--- config.mk ---
export PLATFORM = sky130hd
export DESIGN_NAME = telemetry_frame_builder_flat
export DESIGN_NICKNAME = d
export VERILOG_FILES = /design/src/rtl/tfb_pkg.sv /design/src/rtl/tfb_if.sv /design/src/rtl/telemetry_frame_builder.sv /design/src/rtl/tfb_front.sv /design/src/rtl/tfb_fifo.sv /design/src/rtl/tfb_back.sv /design/src/flat_wrapper.sv
export SDC_FILE = /design/constraint.sdc
export NUM_CORES = 1
export LEC_CHECK = 0
export ABC_AREA = 1
export BUFFER_PORTS_ARGS = -buffer_cell sky130_fd_sc_hd__buf_4
export CAP_MARGIN = 15
export CORE_MARGIN = 4
export CORE_UTILIZATION = 40
export DETAILED_ROUTE_END_ITERATION = 7
export GPL_ROUTABILITY_DRIVEN = 1
export SLEW_MARGIN = 10
export SYNTH_ARGS = -nofsm -noshare
export SYNTH_HDL_FRONTEND = slang
export SYNTH_SLANG_ARGS = --single-unit
--- constraint.sdc ---
create_clock -name clk -period 4.05 [get_ports clk]
set_input_delay 0.405 -clock clk [delete_from_list [all_inputs] [get_ports clk]]
set_output_delay 0.405 -clock clk [all_outputs]
set_load 0.005 [all_outputs]
--- src/rtl/tfb_pkg.sv ---
`default_nettype none

package tfb_pkg;

	// Frame limits
	localparam int MAX_WORDS = 16;
	localparam int WL_W      = $clog2(MAX_WORDS + 1);

	// Fixed header content
	localparam logic [7:0] VERSION_BYTE = 8'h01;

	// Configuration register map
	localparam int CFG_IDX_W = 1;
	localparam logic [CFG_IDX_W-1:0] REG_HEADER_BYTE    = 1'd0;
	localparam logic [CFG_IDX_W-1:0] REG_TARGET_ADDRESS = 1'd1;

	// Queue between front and back
	localparam int FIFO_DEPTH = 2;
	localparam int FIFO_PTR_W = $clog2(FIFO_DEPTH);
	localparam int FIFO_CNT_W = $clog2(FIFO_DEPTH + 1);

	// One classified word, ready for the serializer
	typedef struct packed {
		logic [31:0] data_word;
		logic        first;
		logic        last;
		logic [7:0]  frame_id;
		logic [15:0] len;
		logic [7:0]  hdr;
		logic [7:0]  tgt;
	} entry_t;

	// Byte position inside the sequence emitted for one word
	typedef enum logic [3:0] {
		PH_HDR0  = 4'd0,
		PH_HDR1  = 4'd1,
		PH_HDR2  = 4'd2,
		PH_HDR3  = 4'd3,
		PH_HDR4  = 4'd4,
		PH_HDR5  = 4'd5,
		PH_DATA0 = 4'd6,
		PH_DATA1 = 4'd7,
		PH_DATA2 = 4'd8,
		PH_DATA3 = 4'd9,
		PH_SUM   = 4'd10,
		PH_ADD   = 4'd11
	} phase_t;

endpackage

`default_nettype wire

--- src/rtl/tfb_if.sv ---
`default_nettype none

interface tfb_word_if;
	logic        valid;
	logic        ready;
	logic [31:0] data_word;
	logic [4:0]  frame_words;
	logic [7:0]  frame_id;

	modport source (output valid, output data_word, output frame_words, output frame_id,
		input ready);
	modport sink (input valid, input data_word, input frame_words, input frame_id,
		output ready);
endinterface

interface tfb_byte_if;
	logic       valid;
	logic       ready;
	logic [7:0] out_byte;
	logic       frame_end;

	modport source (output valid, output out_byte, output frame_end, input ready);
	modport sink (input valid, input out_byte, input frame_end, output ready);
endinterface

`default_nettype wire

--- src/rtl/telemetry_frame_builder.sv ---
`default_nettype none

// Telemetry frame builder. Takes 32-bit words on word_ch and sends the frame
// one byte per beat on byte_ch: six header bytes (header marker, 0x01, target
// address, frame id, byte length low then high) ahead of a frame's first word,
// four data bytes per word low byte first, then the sum check and the add
// check after the last word; frame_end marks the add check. Word count and
// frame id are sampled on the first word only; a count of zero counts as one
// and larger counts saturate at MAX_WORDS. A middle word gives four bytes, a
// first word ten, a last word two more, all via the single byte-wide output
// register. A two-entry queue sits between the input classifier and the byte
// serializer, so the next words are accepted while earlier bytes drain.
// Configuration index 0 is the header marker (reset 0xAA), index 1 the target
// address (reset 0xFF); write them while no frame is in flight.
module telemetry_frame_builder (
	input  wire logic                           clk,
	input  wire logic                           arst_n,
	tfb_word_if.sink                            word_ch,
	tfb_byte_if.source                          byte_ch,
	input  wire logic                           cfg_we,
	input  wire logic [tfb_pkg::CFG_IDX_W-1:0]  cfg_index,
	input  wire logic [7:0]                     cfg_data
);
	import tfb_pkg::*;

	logic   q_push;
	logic   q_full;
	logic   q_pop;
	logic   q_empty;
	entry_t q_entry;
	entry_t q_head;

	tfb_front u_front (
		.clk       (clk),
		.arst_n    (arst_n),
		.word_ch   (word_ch),
		.cfg_we    (cfg_we),
		.cfg_index (cfg_index),
		.cfg_data  (cfg_data),
		.q_full    (q_full),
		.q_push    (q_push),
		.q_entry   (q_entry)
	);

	tfb_fifo u_fifo (
		.clk        (clk),
		.arst_n     (arst_n),
		.push       (q_push),
		.push_entry (q_entry),
		.full       (q_full),
		.pop        (q_pop),
		.head       (q_head),
		.empty      (q_empty)
	);

	tfb_back u_back (
		.clk     (clk),
		.arst_n  (arst_n),
		.head    (q_head),
		.q_empty (q_empty),
		.q_pop   (q_pop),
		.byte_ch (byte_ch)
	);

endmodule

`default_nettype wire

--- src/rtl/tfb_front.sv ---
`default_nettype none

module tfb_front (
	input  wire logic                           clk,
	input  wire logic                           arst_n,
	tfb_word_if.sink                            word_ch,
	input  wire logic                           cfg_we,
	input  wire logic [tfb_pkg::CFG_IDX_W-1:0]  cfg_index,
	input  wire logic [7:0]                     cfg_data,
	input  wire logic                           q_full,
	output logic                                q_push,
	output tfb_pkg::entry_t                     q_entry
);
	import tfb_pkg::*;

	logic [7:0]      hdr_q;
	logic [7:0]      tgt_q;
	logic [WL_W-1:0] words_left_q;
	logic [WL_W-1:0] count_n;
	logic [WL_W-1:0] words_left_nxt;
	logic            open_frame;

	// Configuration registers
	always_ff @(posedge clk or negedge arst_n) begin
		if (!arst_n) begin
			hdr_q <= 8'hAA;
			tgt_q <= 8'hFF;
		end else if (cfg_we) begin
			case (cfg_index)
				REG_HEADER_BYTE:    hdr_q <= cfg_data;
				REG_TARGET_ADDRESS: tgt_q <= cfg_data;
				default: ;
			endcase
		end
	end

	// Clamp the word count of a new frame to 1..MAX_WORDS
	always_comb begin
		if (word_ch.frame_words == 5'd0) begin
			count_n = WL_W'(1);
		end else if (32'(word_ch.frame_words) > 32'(MAX_WORDS)) begin
			count_n = WL_W'(MAX_WORDS);
		end else begin
			count_n = WL_W'(word_ch.frame_words);
		end
	end

	// Classify the beat: first word opens a frame, last word closes it
	assign open_frame     = (words_left_q == '0);
	assign words_left_nxt = (open_frame ? count_n : words_left_q) - WL_W'(1);

	assign word_ch.ready = !q_full;
	assign q_push        = word_ch.valid && !q_full;

	always_comb begin
		q_entry.data_word = word_ch.data_word;
		q_entry.first     = open_frame;
		q_entry.last      = (words_left_nxt == '0);
		q_entry.frame_id  = word_ch.frame_id;
		q_entry.len       = 16'({count_n, 2'b00});
		q_entry.hdr       = hdr_q;
		q_entry.tgt       = tgt_q;
	end

	// Track words still to come in the open frame
	always_ff @(posedge clk or negedge arst_n) begin
		if (!arst_n) begin
			words_left_q <= '0;
		end else if (q_push) begin
			words_left_q <= words_left_nxt;
		end
	end

	a_words_left_bound: assert property (@(posedge clk) disable iff (!arst_n)
		32'(words_left_q) < 32'(MAX_WORDS))
		else $error("open frame count beyond limit");

endmodule

`default_nettype wire

--- src/rtl/tfb_fifo.sv ---
`default_nettype none

module tfb_fifo (
	input  wire logic            clk,
	input  wire logic            arst_n,
	input  wire logic            push,
	input  wire tfb_pkg::entry_t push_entry,
	output logic                 full,
	input  wire logic            pop,
	output tfb_pkg::entry_t      head,
	output logic                 empty
);
	import tfb_pkg::*;

	entry_t                mem_q [FIFO_DEPTH];
	logic [FIFO_PTR_W-1:0] wr_ptr_q;
	logic [FIFO_PTR_W-1:0] rd_ptr_q;
	logic [FIFO_CNT_W-1:0] count_q;

	assign full  = (count_q == FIFO_CNT_W'(FIFO_DEPTH));
	assign empty = (count_q == '0);
	assign head  = mem_q[rd_ptr_q];

	// Store incoming entries
	always_ff @(posedge clk) begin
		if (push) begin
			mem_q[wr_ptr_q] <= push_entry;
		end
	end

	// Advance pointers and occupancy
	always_ff @(posedge clk or negedge arst_n) begin
		if (!arst_n) begin
			wr_ptr_q <= '0;
			rd_ptr_q <= '0;
			count_q  <= '0;
		end else begin
			if (push) begin
				wr_ptr_q <= (wr_ptr_q == FIFO_PTR_W'(FIFO_DEPTH - 1)) ? '0
					: wr_ptr_q + FIFO_PTR_W'(1);
			end
			if (pop) begin
				rd_ptr_q <= (rd_ptr_q == FIFO_PTR_W'(FIFO_DEPTH - 1)) ? '0
					: rd_ptr_q + FIFO_PTR_W'(1);
			end
			case ({push, pop})
				2'b10:   count_q <= count_q + FIFO_CNT_W'(1);
				2'b01:   count_q <= count_q - FIFO_CNT_W'(1);
				default: ;
			endcase
		end
	end

	a_no_overflow: assert property (@(posedge clk) disable iff (!arst_n)
		full |-> !push)
		else $error("push into full queue");

	a_no_underflow: assert property (@(posedge clk) disable iff (!arst_n)
		empty |-> !pop)
		else $error("pop from empty queue");

endmodule

`default_nettype wire

--- src/rtl/tfb_back.sv ---
`default_nettype none

module tfb_back (
	input  wire logic            clk,
	input  wire logic            arst_n,
	input  wire tfb_pkg::entry_t head,
	input  wire logic            q_empty,
	output logic                 q_pop,
	tfb_byte_if.source           byte_ch
);
	import tfb_pkg::*;

	phase_t     phase_q;
	phase_t     eff_ph;
	phase_t     nxt_ph;
	logic       started_q;
	logic [7:0] sum_q;
	logic [7:0] add_q;
	logic [7:0] obyte_q;
	logic       oend_q;
	logic       ovalid_q;
	logic       adv;
	logic       done;
	logic       checked;
	logic [7:0] byte_nxt;
	logic [7:0] sum_base;
	logic [7:0] add_base;
	logic [7:0] sum_nxt;
	logic [7:0] add_nxt;

	// Step one byte whenever a word is queued and the output register is free or being drained
	assign adv   = !q_empty && (!ovalid_q || byte_ch.ready);
	assign q_pop = adv && done;

	// Next position in the byte sequence
	always_comb begin
		if (started_q) begin
			eff_ph = phase_q;
		end else begin
			eff_ph = head.first ? PH_HDR0 : PH_DATA0;
		end
		done   = ((eff_ph == PH_DATA3) && !head.last) || (eff_ph == PH_ADD);
		nxt_ph = phase_t'(4'(eff_ph) + 4'd1);
	end

	// Select the byte for the current position
	always_comb begin
		case (eff_ph)
			PH_HDR0:  byte_nxt = head.hdr;
			PH_HDR1:  byte_nxt = VERSION_BYTE;
			PH_HDR2:  byte_nxt = head.tgt;
			PH_HDR3:  byte_nxt = head.frame_id;
			PH_HDR4:  byte_nxt = head.len[7:0];
			PH_HDR5:  byte_nxt = head.len[15:8];
			PH_DATA0: byte_nxt = head.data_word[7:0];
			PH_DATA1: byte_nxt = head.data_word[15:8];
			PH_DATA2: byte_nxt = head.data_word[23:16];
			PH_DATA3: byte_nxt = head.data_word[31:24];
			PH_SUM:   byte_nxt = sum_q;
			PH_ADD:   byte_nxt = add_q;
			default:  byte_nxt = '0;
		endcase
	end

	// Running checks, restarted on the header marker
	always_comb begin
		checked  = (eff_ph != PH_SUM) && (eff_ph != PH_ADD);
		sum_base = (eff_ph == PH_HDR0) ? 8'd0 : sum_q;
		add_base = (eff_ph == PH_HDR0) ? 8'd0 : add_q;
		sum_nxt  = sum_base + byte_nxt;
		add_nxt  = add_base + sum_nxt;
	end

	// Sequencer and check state
	always_ff @(posedge clk or negedge arst_n) begin
		if (!arst_n) begin
			phase_q   <= PH_HDR0;
			started_q <= 1'b0;
			sum_q     <= '0;
			add_q     <= '0;
			ovalid_q  <= 1'b0;
		end else begin
			if (adv) begin
				ovalid_q <= 1'b1;
				if (checked) begin
					sum_q <= sum_nxt;
					add_q <= add_nxt;
				end
				if (done) begin
					started_q <= 1'b0;
				end else begin
					started_q <= 1'b1;
					phase_q   <= nxt_ph;
				end
			end else if (byte_ch.ready) begin
				ovalid_q <= 1'b0;
			end
		end
	end

	// Output register payload
	always_ff @(posedge clk) begin
		if (adv) begin
			obyte_q <= byte_nxt;
			oend_q  <= (eff_ph == PH_ADD);
		end
	end

	assign byte_ch.valid     = ovalid_q;
	assign byte_ch.out_byte  = obyte_q;
	assign byte_ch.frame_end = oend_q;

	a_pop_at_close: assert property (@(posedge clk) disable iff (!arst_n)
		q_pop |-> ((eff_ph == PH_DATA3) && !head.last) || (eff_ph == PH_ADD))
		else $error("word retired at wrong position");

	a_end_follows_add: assert property (@(posedge clk) disable iff (!arst_n)
		(adv && (eff_ph == PH_ADD)) |=> (ovalid_q && oend_q))
		else $error("closing byte not flagged");

	a_started_has_work: assert property (@(posedge clk) disable iff (!arst_n)
		started_q |-> !q_empty)
		else $error("sequence in flight without a queued word");

endmodule

`default_nettype wire
--- src/flat_wrapper.sv ---
// flat-port wrapper written by rule: the top's interface ports become plain ports
module telemetry_frame_builder_flat import tfb_pkg::*;
  (clk, arst_n, cfg_we, cfg_index, cfg_data, word_ch_valid, word_ch_data_word, word_ch_frame_words, word_ch_frame_id, word_ch_ready, byte_ch_valid, byte_ch_out_byte, byte_ch_frame_end, byte_ch_ready);
  tfb_word_if word_ch_i ();
  tfb_byte_if byte_ch_i ();
  input  wire logic clk;
  input  wire logic arst_n;
  input  wire logic cfg_we;
  input  wire logic [tfb_pkg::CFG_IDX_W-1:0] cfg_index;
  input  wire logic [7:0] cfg_data;
  input wire logic [$bits(word_ch_i.valid)-1:0] word_ch_valid;
  input wire logic [$bits(word_ch_i.data_word)-1:0] word_ch_data_word;
  input wire logic [$bits(word_ch_i.frame_words)-1:0] word_ch_frame_words;
  input wire logic [$bits(word_ch_i.frame_id)-1:0] word_ch_frame_id;
  output wire logic [$bits(word_ch_i.ready)-1:0] word_ch_ready;
  output wire logic [$bits(byte_ch_i.valid)-1:0] byte_ch_valid;
  output wire logic [$bits(byte_ch_i.out_byte)-1:0] byte_ch_out_byte;
  output wire logic [$bits(byte_ch_i.frame_end)-1:0] byte_ch_frame_end;
  input wire logic [$bits(byte_ch_i.ready)-1:0] byte_ch_ready;
  assign word_ch_i.valid = word_ch_valid;
  assign word_ch_i.data_word = word_ch_data_word;
  assign word_ch_i.frame_words = word_ch_frame_words;
  assign word_ch_i.frame_id = word_ch_frame_id;
  assign word_ch_ready = word_ch_i.ready;
  assign byte_ch_valid = byte_ch_i.valid;
  assign byte_ch_out_byte = byte_ch_i.out_byte;
  assign byte_ch_frame_end = byte_ch_i.frame_end;
  assign byte_ch_i.ready = byte_ch_ready;
  telemetry_frame_builder u_core (.clk(clk), .arst_n(arst_n), .word_ch(word_ch_i), .byte_ch(byte_ch_i), .cfg_we(cfg_we), .cfg_index(cfg_index), .cfg_data(cfg_data));
endmodule
# [After elaboration in Yosys (flattened, before gate mapping)]
# Memories as Yosys holds them, arrays and structs flattened.
# Index checks and enable logic that the tools add are counted.
[classes] n_addsub=8 multipliers=0 div=0 magnitude_cmp=1 eq_ne=16 shift=0 mux=16 bitwise_logic=2 n_reduce_logical=22
[op_table] op="8-bit case mux with 12 select lines" n=1
[op_table] op="8-bit adder" n=2
[op_table] op="4-bit by 3-bit == test with 1-bit output (second input constant)" n=4
[op_table] op="4-bit == test (second input constant)" n=4
[op_table] op="8-bit 2-to-1 mux" n=2
[op_table] op="5-bit logical NOT" n=3
[op_table] op="5-bit 2-to-1 mux" n=3
[op_table] op="4-bit by 2-bit == test with 1-bit output (second input constant)" n=2
[op_table] op="4-bit inequality test (second input constant)" n=2
[op_table] op="2-bit AND reduction" n=4
[op_table] op="1-bit 2-to-1 mux" n=7
[op_table] op="5-bit > comparator (second input constant)" n=1
[op_table] op="1-bit logical AND" n=5
[op_table] op="5-bit by 1-bit subtractor with 5-bit output (second input constant)" n=1
[op_table] op="4-bit by 1-bit adder with 4-bit output (second input constant)" n=1
[op_table] op="2-bit == test (second input constant)" n=2
[op_table] op="4-bit by 1-bit == test with 1-bit output (second input constant)" n=1
[op_table] op="1-bit logical NOT" n=4
[op_table] op="4-bit logical NOT" n=1
[op_table] op="4-bit 2-to-1 mux" n=1
[op_table] op="2-bit case mux with 2 select lines" n=1
[op_table] op="2-bit nonzero test" n=2
[op_table] op="3-bit 2-to-1 mux" n=1
[op_table] op="1-bit adder (second input constant)" n=2
[op_table] op="6 further kinds" n=8
[word_totals] regBits=56 latchBits=0 ramBits=126 romBits=0 in_bits=59 out_inout_bits=11 word_cells=79 n_memories=1
[memory_table] name="u_core.u_fifo.mem_q" depth=2 width=63 read_ports=1 rd_ports_with_merged_regs=0 write_ports=1 line="tfb_fifo.sv:15" text="entry_t mem_q [FIFO_DEPTH];"

# [Logic depth before layout (Yosys ltp)]
# An unclocked memory read counts as a cell.
[depth] depth_word=9 ltp_mapped=32

# [By module]
# A second synthesis with hierarchy kept.
[hier_totals] hier_cells=939 hier_area_um2=9788.1
[modules_own_cells] module="tfb_fifo" n_inst=1 cells_each=410 area_per_inst_um2=5674.2 seq_area_each_um2=4544.4
[modules_own_cells] module="tfb_back" n_inst=1 cells_each=336 area_per_inst_um2=2570.0 seq_area_each_um2=820.8
[modules_own_cells] module="tfb_front" n_inst=1 cells_each=193 area_per_inst_um2=1544.0 seq_area_each_um2=540.5

# [Worst setup path after synthesis]
# OpenSTA, ideal clock, no wires.
[synth_path] path_kind="register to register" from="reg u_core.u_fifo.rd_ptr_q" to="reg u_core.u_back.add_q[7]" t_arrival_ns=4.354 required_time_ns=3.985 slack_ns=-0.369 stages_incl_launch_ff=29 period_less_slack_ns=4.419 cell_sequence="dfrtp_1 -> buf_6 -> nand2_1 -> nand3_4 -> o21ai_0 -> inv_1 -> ha_1 -> nand4_1 -> inv_1 -> buf_2 -> a22oi_1 -> nor2_1 -> nor2_1 -> nand4_1 -> ha_1 -> fa_1 -> a31oi_1 -> nor2_1 -> o21ai_0 -> nand2_1 -> xor2_1 -> ha_1 -> inv_1 -> o311ai_0 -> xor2_1 -> inv_1 -> nand3_1 -> nand3_1 -> nand2_1"
[synth_via] elab_chain_len=7 word_cells_on_any_way=24
[synth_rtl] element="start: declaration" line="tfb_fifo.sv:17" text="logic [FIFO_PTR_W-1:0] rd_ptr_q;"
[synth_rtl] element="start signal: assignment" line="tfb_fifo.sv:43" text="rd_ptr_q <= (rd_ptr_q == FIFO_PTR_W'(FIFO_DEPTH - 1)) ? '0"
[synth_rtl] element="memory read 2 x 63 bit *"
[synth_rtl] element="3-bit 2-to-1 mux" line="tfb_back.sv:40" text="eff_ph = head.first ? PH_HDR0 : PH_DATA0;"
[synth_rtl] element="4-bit 2-to-1 mux" line="tfb_back.sv:37" text="if (started_q) begin"
[synth_rtl] element="4-bit == test (tied with other cells)" line="tfb_back.sv:48" text="case (eff_ph)"
[synth_rtl] element="8-bit case mux with 12 select lines *" line="tfb_back.sv:48"
[synth_rtl] element="named net u_core.u_back.byte_nxt[0]" line="tfb_back.sv:25" text="logic [7:0] byte_nxt;"
[synth_rtl] element="8-bit adder *" line="tfb_back.sv:70" text="sum_nxt = sum_base + byte_nxt;"
[synth_rtl] element="named net u_core.u_back.sum_nxt[6]" line="tfb_back.sv:28" text="logic [7:0] sum_nxt;"
[synth_rtl] element="8-bit adder *" line="tfb_back.sv:71" text="add_nxt = add_base + sum_nxt;"
[synth_rtl] element="end signal: assignment" line="tfb_back.sv:87" text="add_q <= add_nxt;"
[synth_rtl] element="end: declaration" line="tfb_back.sv:18" text="logic [7:0] add_q;"
# The timed path passes the listed nets; every way through them passes the cells marked *.
# A chain may end at the register's enable or synchronous reset.

# [Final worst setup path]
[layout_path] from="reg u_core.u_fifo.rd_ptr_q" to="reg u_core.u_back.obyte_q[3] (netlist: u_core.u_back.byte_ch.out_byte[3]), data pin"
[layout_via] elab_chain_len=5 word_cells_on_any_way=16
[layout_rtl] element="memory read 2 x 63 bit *"
[layout_rtl] element="3-bit 2-to-1 mux" line="tfb_back.sv:40"
[layout_rtl] element="4-bit 2-to-1 mux" line="tfb_back.sv:37"
[layout_rtl] element="4-bit == test (tied with other cells)" line="tfb_back.sv:48"
[layout_rtl] element="8-bit case mux with 12 select lines *" line="tfb_back.sv:48"
[layout_rtl] element="named net u_core.u_back.byte_nxt[3]" line="tfb_back.sv:25"
[layout_rtl] element="end signal: assignment" line="tfb_back.sv:104" text="obyte_q <= byte_nxt;"
[layout_rtl] element="end: declaration" line="tfb_back.sv:19" text="logic [7:0] obyte_q;"
# Marks and branches as above.

==> results by group <==
Synth
  – Yosys reg bits: 182
  – Synth Area per Inst: 11.3 sq um
  – Yosys cell types: 48
  – Synth top area share: about half
  – Post-synth ARST share: 25.8%
  – Synth Cell Area: 0.00806 sq mm
  – Largest area contributor in the netlist: edfxtp_1
  – Top cells by count, synth: 185 x nand2_1, 135 x edfxtp_1, 70 x inv_1
  – Top FF cell, synth: edfxtp_1
  – Cell with the most instances after synthesis: nand2_1
  – Number of synthesized flops with an enable pin: 135
  – Syn_nets: 793
  – Synth top area cells: edfxtp_1 50%, dfrtp_1 11%, nand2_1 8.6%
  – Sequential fraction of the synthesis area: 65.1%
  – Post-synthesis cell count: approximately 710
  – Syn. warnings: 0

Drt
  – Vias: 6,191
  – Post-DR wirelength/cell: about 18 um
  – Total Wirelength: between 20,000 and 25,000 um
  – Vias per Instance: 5.10
  – DRC viols: 0
  – DRT Pass-1 Iters: 5
  – Final ANT Viol Nets: 0
  – Initial DRC count: around 400

Min path
  – Hold path startpoint: word_ch_data_word[13]
  – WHS Path Cells: 1
  – Hold Path End: u_core.u_fifo.mem_q[0][44]
  – HP Class: in -> reg

Finish
  – Total Nets Final: 1,017
  – Layout area overhead: 38.6%
  – Fraction of layout cells with a size suffix above 1: 39.0%
  – Post-Layout Cell Count: 1,213
  – Antenna Diode Count: 0

Floorplan
  – Die width: 150 um
  – Die H: about 150 um
  – Total die area: 0.0225 sq mm
  – Initial Utilization: roughly two fifths
  – Core box area: approximately 0.020 sq mm
  – Cell row count: 51
  – I/O pins: 70

Critical path
  – CP peak stage delay: 0.44 ns
  – R2R depth: 29
  – CP Capture Type: register
  – Critical path buffer and inverter count: 21
  – Critical path startpoint category: register
  – Cell family with most CP delay: buffers and inverters
  – CP most frequent cell: buf_4
  – Worst-path fanout max: 5
  – CP Depth: 29
  – R2R Path End: u_core.u_back.byte_ch.out_byte[3]
  – Crit path max-delay cell type: dfrtp_2
  – Worst EP arrival: about 4.5 ns
  – R2R Setup Slk: -0.28 ns
  – Reg-to-Reg Start: u_core.u_fifo.rd_ptr_q
  – Worst Path Required: 4.24 ns
  – Setup CP Type: reg -> reg

Timing
  – RSZ-0062 raised after global routing: true
  – Worst Tran Pin Value: roughly 0.76 ns
  – Final Skew: 0.0135 ns
  – Min setup slack post-route: -0.281 ns
  – Setup total negative slack: -0.670 ns
  – Slew Viols, Final: 0
  – Fmax: 231 MHz
  – Tcrit/Tclk final: 107%
  – Hold Fails Final Rpt: 0
  – Min cycle time layout: around 4.3 ns
  – Slew HR: 48.9%
  – Final setup fails: 4

Clock network
  – Clock slew at reported path FFs: approximately 0.080 ns
  – Max Root-Sink Buffers: 2
  – Inserted Clock Buffers: 17
  – Latest clock arrival within the worst-skew pair: 0.44 ns
  – Clock root cell: clkbuf_16
  – Num Clock Sinks: between 150 and 200
  – CTS tree: done
  – Htree depth: 4

Global route
  – Initial antenna violation count: 0
  – All-layer global routing usage: between 10% and 20%
  – Global-route wire length before repair: 33,200 um
  – Aggregate global routing overflow: 0
  – Pin count of the biggest net entering global routing: 48
  – Vias in the first global route: 6,234

Placed design
  – Port Buffer Count: 69
  – Post-DP HPWL: 14,000 um
  – Place WS: -0.445 ns
  – GP Congestion: 0.877
  – Placed cell count: 1,104

Outcome
  – Failing checks: negative setup slack
  – Status: complete, but fails checks

Flow run
  – Max-cap check violation count: 0
[sequential cells by signal, summed over array words and instances, names as in the netlist]
register and count:
u_core.u_back.add_q 8, u_core.u_back.byte_ch.frame_end 1, u_core.u_back.byte_ch.out_byte 8, u_core.u_back.byte_ch.valid 1
u_core.u_back.phase_q 4, u_core.u_back.started_q 1, u_core.u_back.sum_q 8, u_core.u_fifo.count_q 2
u_core.u_fifo.mem_q 126, u_core.u_fifo.rd_ptr_q 1, u_core.u_fifo.wr_ptr_q 1, u_core.u_front.hdr_q 8
u_core.u_front.tgt_q 8, u_core.u_front.words_left_q 5
[logic make-up after synthesis]
logic type / after synthesis / synth area share, %
xor+xnor: 17 / 1.85
buf+inv: 93 / 4.63
compound gates: 123 / 9.04
flops: 182 / 65.1
mux: 11 / 1.40
fa+ha+maj: 23 / 3.76
simple gates: 262 / 14.2
[metrics by stage]
stage | cell area, sq um | hold WS, ns | utilization, %
after floorplan | 8120 | 0.109 | -
after global placement | 9480 | 0.449 | 48.2
after detailed placement | 9480 | 0.456 | 48.2
after CTS | 10900 | 0.129 | 55.3
after global routing | 11200 | 0.131 | 56.8
final | 11200 | 0.145 | 56.8
[timing repair]
action                                  CTS  global route
endpoints found under the hold margin    18             0
hold buffers                              1             0
resized for setup                        60            56
setup buffers                            70            15
endpoints found under the setup margin    4             9
pin swaps                                37            46
[worst max-delay path by stage]
stage | end | startpoint | slack, ns
after global routing | u_core.u_back.add_q[7] | u_core.u_fifo.rd_ptr_q | -0.47
after floorplan | u_core.u_back.add_q[7] | u_core.u_fifo.rd_ptr_q | 0.005
after detailed placement | u_core.u_back.add_q[7] | u_core.u_fifo.rd_ptr_q | -0.45
after global placement | u_core.u_back.add_q[7] | u_core.u_fifo.rd_ptr_q | -0.36
final | u_core.u_back.byte_ch.out_byte[3] | u_core.u_fifo.rd_ptr_q | -0.28
after CTS | u_core.u_back.add_q[7] | u_core.u_fifo.rd_ptr_q | -0.20
[metal layers]
layer	GRT usage, %	part of all wire [%]	vias up
met2	32.3	49	237
met1	24.9	41	2966
met3	3.18	5.3	77
met4	9.97	5.2	0
met5	0	0	-
li1	-	-	2911
[layout make-up]
class / instances / area, sq um
fillers: 1610 / 8490
flip-flops and latches: 182 / 5250
multi-input cells: 436 / 2930
repair buffers: 222 / 1760
clock buffers: 17 / 425
well taps: 265 / 332
inverters: 76 / 295
clock inverters: 15 / 176
[placed cells by master, fill, tap and decap left out, types with 4 or more instances in the layout]
cell type  Yosys  routed
buf_4          1     199
nand2_1      185     175
edfxtp_1     135     135
inv_1         70      58
dfrtp_1       35      34
o21ai_0       39      32
a21oi_1       39      29
nor2_1        30      23
buf_6          1      21
clkbuf_16      0      17
nand2_2        6      14
inv_2          5      14
ha_1          21      12
dfstp_2       12      12
nand4_1       11      11
mux2i_1        9       9
a22oi_1       15       9
a21oi_2        0       9
nand3_1        8       8
o21ai_1        3       8
xnor2_1        8       8
ha_4           0       8
o211ai_1       6       6
a22oi_2        0       6
clkinv_8       0       6
nor2_2         2       5
inv_6          0       5
inv_4          1       4
nor2_4         0       4
a221oi_2       0       4
xor2_2         0       4
xor2_1         9       4
Power is left out: the tool's default activity adds up to more than one toggle a clock period on the data nets, which glitch-free logic cannot reach.
